**config.mk**
```make
export PLATFORM = sky130hd
export DESIGN_NAME = lom_cmp
export DESIGN_NICKNAME = d
export VERILOG_FILES = /design/src/design/lom_pkg.sv /design/src/design/lom_cmp.sv
export SDC_FILE = /design/constraint.sdc
export NUM_CORES = 1
export LEC_CHECK = 0
export BUFFER_PORTS_ARGS = -buffer_cell sky130_fd_sc_hd__buf_2
export CAP_MARGIN = 20
export CORE_ASPECT_RATIO = 1.1
export CORE_MARGIN = 10
export CORE_UTILIZATION = 48
export DETAILED_ROUTE_END_ITERATION = 10
export PLACE_DENSITY_LB_ADDON = 0.05
export REMOVE_ABC_BUFFERS = 1
export SLEW_MARGIN = 10
export SYNTH_ARGS = -nofsm -noshare
export SYNTH_HDL_FRONTEND = slang
export SYNTH_SLANG_ARGS = --single-unit
```
**constraint.sdc**
```tcl
create_clock -name vclk -period 5.55
set_input_delay 1.11 -clock vclk [all_inputs]
set_output_delay 1.11 -clock vclk [all_outputs]
set_load 0.01 [all_outputs]
```
**src/design/lom_pkg.sv**
```systemverilog
// ----------------------------------------------------------------------------
// lom_pkg: shared types and codes for the limit order matcher
// Holds the order and report structs and the error and report codes.
// ----------------------------------------------------------------------------
package lom_pkg;

   localparam logic [2:0] ERR_OK        = 3'd0;
   localparam logic [2:0] ERR_BAD_ID    = 3'd1;
   localparam logic [2:0] ERR_BAD_SIDE  = 3'd2;
   localparam logic [2:0] ERR_BAD_SYM   = 3'd3;
   localparam logic [2:0] ERR_BAD_PRICE = 3'd4;
   localparam logic [2:0] ERR_BAD_QTY   = 3'd5;
   localparam logic [2:0] ERR_BOOK_FULL = 3'd6;

   localparam logic RES_TRADE  = 1'b0;
   localparam logic RES_INSERT = 1'b1;

   localparam logic [1:0] SIDE_BUY  = 2'd0;
   localparam logic [1:0] SIDE_SELL = 2'd1;

   typedef struct packed {
      logic [31:0]        order_ident;
      logic [1:0]         side;
      logic [1:0]         symbol_ident;
      logic signed [31:0] quantity;
      logic signed [31:0] limit_price;
   } req_type;

   typedef struct packed {
      logic               result_type;
      logic [1:0]         out_symbol;
      logic [31:0]        out_order_ident;
      logic [31:0]        resting_ident;
      logic signed [31:0] out_quantity;
      logic signed [31:0] out_price;
      logic [2:0]         error_code;
      logic               is_last;
   } rsp_type;

   // one resting order as seen by the compare unit
   typedef struct packed {
      logic        valid;
      logic [30:0] price;
      logic [31:0] age;
   } cand_type;

endpackage

```
**src/design/lom_cmp.sv**
```systemverilog
// ----------------------------------------------------------------------------
// lom_cmp: price-time priority compare
// Decides whether a resting candidate may trade and beats the current best.
// ----------------------------------------------------------------------------
module lom_cmp (
   input  lom_pkg::cand_type  cand,
   input  lom_pkg::cand_type  best,
   input  logic               is_sell,
   input  logic signed [31:0] limit,
   output logic               take
);
   logic [31:0] cp;
   logic        eligible;
   logic        better;

   always_comb begin
      cp       = {1'b0, cand.price};
      // limit is known positive here, so an unsigned compare is exact
      eligible = cand.valid && (is_sell ? (cp >= limit) : (cp <= limit));
      better   = (is_sell ? (cand.price > best.price) : (cand.price < best.price))
                 || ((cand.price == best.price) && (cand.age > best.age));
      take     = eligible && (!best.valid || better);
   end
endmodule

```
After elaboration in Yosys (flattened, before gate mapping):

Index checks and enable logic that the tools add are counted.

* bits in registers: 0
* input bits: 161

* muxes and demuxes: 2
* reduce and logical (&&, ||, !) cells: 6
* magnitude comparators: 5
* eq/ne operators: 1

Operators by type and width (count)
* greater-or-equal comparator 31 x 32 -> 1 bit: 1
* > comparator 32 bit: 1
* less-or-equal comparator 31 x 32 -> 1 bit: 1
* == test 31 bit: 1
* > comparator 31 bit: 1
* < comparator 31 bit: 1
* logical AND 1 bit: 3
* logical OR 1 bit: 2
* 2-to-1 mux 1 bit: 2
* zero test 1 bit: 1

Longest topological paths before layout:

* depth after elaboration: 5
* mapped depth: 9

Worst setup path after synthesis:

No wires, ideal clock.

* path kind: input -> output
* from: input port best[40] in the netlist's numbering
* to: output port take
* path buffers: 0
* stages on the path: 9
* slack: 1.297 ns
* data required time: 4.440 ns
* arrival: 3.143 ns
* cell sequence: inv_1 ha_1 a21o_1 a221o_1 a221oi_2 o21ai_1 a211oi_2 mux2_1 a221oi_2

* cells in the longest elaborated chain, start to end: 5
* elaborated cells between the ends (all ways): 8

Ends and longest elaborated chain
* from (decl): line lom_cmp.sv:7 `input lom_pkg::cand_type best,`
* < comparator 31 bit, or another cell as far along: line lom_cmp.sv:20 `better = (is_sell ? (cand.price > best.price) : (cand.price < best.price))`
* 2-to-1 mux 1 bit or logical AND 1 bit (tied branches): line lom_cmp.sv:20, lom_cmp.sv:21
* logical OR 1 bit (*): line lom_cmp.sv:21 `|| ((cand.price == best.price) && (cand.age > best.age));`
* logical OR 1 bit (*): line lom_cmp.sv:22 `take = eligible && (!best.valid || better);`
* logical AND 1 bit (*): line lom_cmp.sv:22
* to (decl): line lom_cmp.sv:10 `output logic take`

Every way passes the cells marked *; elsewhere a longest branch is shown, timed or not.

Worst setup path in the final report:

* from: input port cand[40] in the netlist's numbering
* to: output port take

* cells in the longest elaborated chain, start to end: 5
* elaborated cells between the ends (all ways): 12

Ends and longest elaborated chain
* from (decl): line lom_cmp.sv:6 `input lom_pkg::cand_type cand,`
* < comparator 31 bit, or another cell as far along: line lom_cmp.sv:20
* 2-to-1 mux 1 bit or logical AND 1 bit (tied branches): line lom_cmp.sv:20, lom_cmp.sv:21
* logical OR 1 bit: line lom_cmp.sv:21
* logical OR 1 bit: line lom_cmp.sv:22
* logical AND 1 bit (*): line lom_cmp.sv:22

Marks and branches as above.

==> impl_metrics.env <==
export IMPL_place_gp_congestion=0.7554
export IMPL_grt_max_degree=5
export IMPL_maxCapViolations=0
export IMPL_cts_hold_buffers=0
export IMPL_row_count=27
export IMPL_fin_ws_ns=0.9913
export IMPL_fin_setup_tns_ns=0
export IMPL_endpoint_kind="output port"
export IMPL_ir_drop_v=0.00003439
export IMPL_fmax_mhz=219.4
export IMPL_critPathKind="in2out"
export IMPL_whs_ns=2.548
export IMPL_rsz0062_at_grt="no"
export IMPL_syn_inst=339
export IMPL_die_y_um=94.43
export IMPL_relSlewSlack=0.6618
export IMPL_status="finished clean"
export IMPL_clock_buffers=0
export IMPL_multi_input_area_um2=2057
export IMPL_place_port_buffers=162
export IMPL_slew_viol_final=0
export IMPL_synthToLayoutAreaGrowth_pct=36.54
export IMPL_synth_distinct_cells=40
export IMPL_synthesis_area_um2=2417
export IMPL_grtUsageTotal=0.1679
export IMPL_cts_resized=0
export IMPL_fin_cells=559
export IMPL_design_seq_count=0
export IMPL_hold_viol=0
export IMPL_critical_path_required_ns=4.44
export IMPL_arrival_ns=3.45
export IMPL_final_cell_mix="buf_2 (162), inv_1 (96), ha_1 (94)"
export IMPL_die_area_um2=8278
export IMPL_worstHoldStart="cand[63]"
export IMPL_grt_pass1_vias=3011
export IMPL_setup_viol=0
export IMPL_antenna_found_initial=0
export IMPL_initial_utilization=0.4901
export IMPL_wl_um=7324
export IMPL_power_total_uw=210.8
export IMPL_synth_warnings=0
export IMPL_diodes=0
export IMPL_yosys_area_top_type="ha_1"
export IMPL_avgSynthCellArea_um2=7.131
export IMPL_overflow=0
export IMPL_mostFrequentLayoutCell="buf_2"
export IMPL_crit_fanout=2
export IMPL_die_w_um=87.66
export IMPL_vias=2765
export IMPL_max_slew_worst_pin_slew_ns=0.5008
export IMPL_start_kind="primary input"
export IMPL_grt_pass1_wl_um=12130
export IMPL_leakagePower_uw=0.002146
export IMPL_drive_gt1_frac=0.3413
export IMPL_fin_crit_sh=0.8214
export IMPL_fin_nets=758
export IMPL_io_pins=162
export IMPL_vias_per_cell=4.946
export IMPL_antenna_left=0
export IMPL_power_density_nw_per_um2=63.87
export IMPL_placed_cells=559
export IMPL_wl_per_cell_um=13.10
export IMPL_ys_seq_area_frac=0
export IMPL_hpwl_um=7169
export IMPL_drt_pass1_iter_count=4
export IMPL_cp_startpoint="cand[40]"
export IMPL_hold_class="in2out"
export IMPL_core_area_um2=4932
export IMPL_synth_top_area_frac=0.4865
export IMPL_num_fill_cells=471
export IMPL_dp_slack_ns=0.9791
export IMPL_postCtsSetupRepairBufs=0
export IMPL_drtIter0Drc=47
export IMPL_seqCellArea_um2=0
export IMPL_synth_area_leaders="ha_1 (49%), inv_1 (15%), a21oi_1 (7.5%)"
export IMPL_period_minus_slack_ns=4.559
export IMPL_drc=0
export IMPL_min_path_cells=4
[Yosys cell counts (2+ instances only)]
cell type,instances
nor2_1,8
nor3_1,6
a211oi_1,3
a21oi_2,2
a22oi_1,2
ha_1,94
inv_1,96
nand2_1,19
a21oi_1,36
a21o_1,6
a221oi_2,2
nand3_1,10
a21boi_0,2
nand4_1,17
o21ai_1,3
o21ai_0,9
[cell families (layout without fill, tap and decap cells)]
kind of cell | count (synthesis) | after routing | share of synthesized area
AOI/OAI and AO/OA | 74 | 74 | 0.1925
muxes | 1 | 1 | 0.004658
xor gates and xnor gates | 1 | 1 | 0.003624
buffers and inverters | 96 | 258 | 0.1491
and+or+nand+nor | 73 | 73 | 0.1636
adders and majority gates | 94 | 94 | 0.4865
[stage by stage]
| step | utilization | instance area (um2) |
|---|---|---|
| 2_1_floorplan | - | 2417 |
| 3_3_place_gp | 0.6692 | 3301 |
| 3_5_place_dp | 0.6692 | 3301 |
| 4_1_cts | 0.6692 | 3301 |
| 5_1_grt | 0.6692 | 3301 |
| 6_report | 0.6692 | 3301 |
[metal layers]
layer	track usage	part of all wire
met3	0.04307	0.085
met5	0	0
met4	0.01064	0.0074
met1	0.1809	0.40
met2	0.3283	0.51
[cell type report]
| class | instances | share of cell area |
|---|---|---|
| Multi-Input combinational cell | 243 | 0.6232 |
| Tap cell | 58 | 0.02199 |
| Inverter | 96 | 0.1092 |
| Timing Repair Buffer | 162 | 0.2456 |
[worst paths after layout]
path | end | slack [ns]
setup / recovery | take | 0.99
hold / removal | take | 2.55
[critical path, cell delays in order]
cell and delay, ns:
buf_2 0.11, ha_1 0.30, a21o_1 0.18, a221o_1 0.33
a221oi_2 0.27, o21ai_1 0.12, a211oi_2 0.24, mux2_1 0.37
a221oi_2 0.26, buf_2 0.17
[power breakdown]
group	switching, uW	leakage [uW]	internal, uW
Sequential	0	0	0
Clock	0	0	0
Combinational	101	0.00215	110
Total	101	0.00215	110
Note: power is estimated with default switching activity, not from simulation.
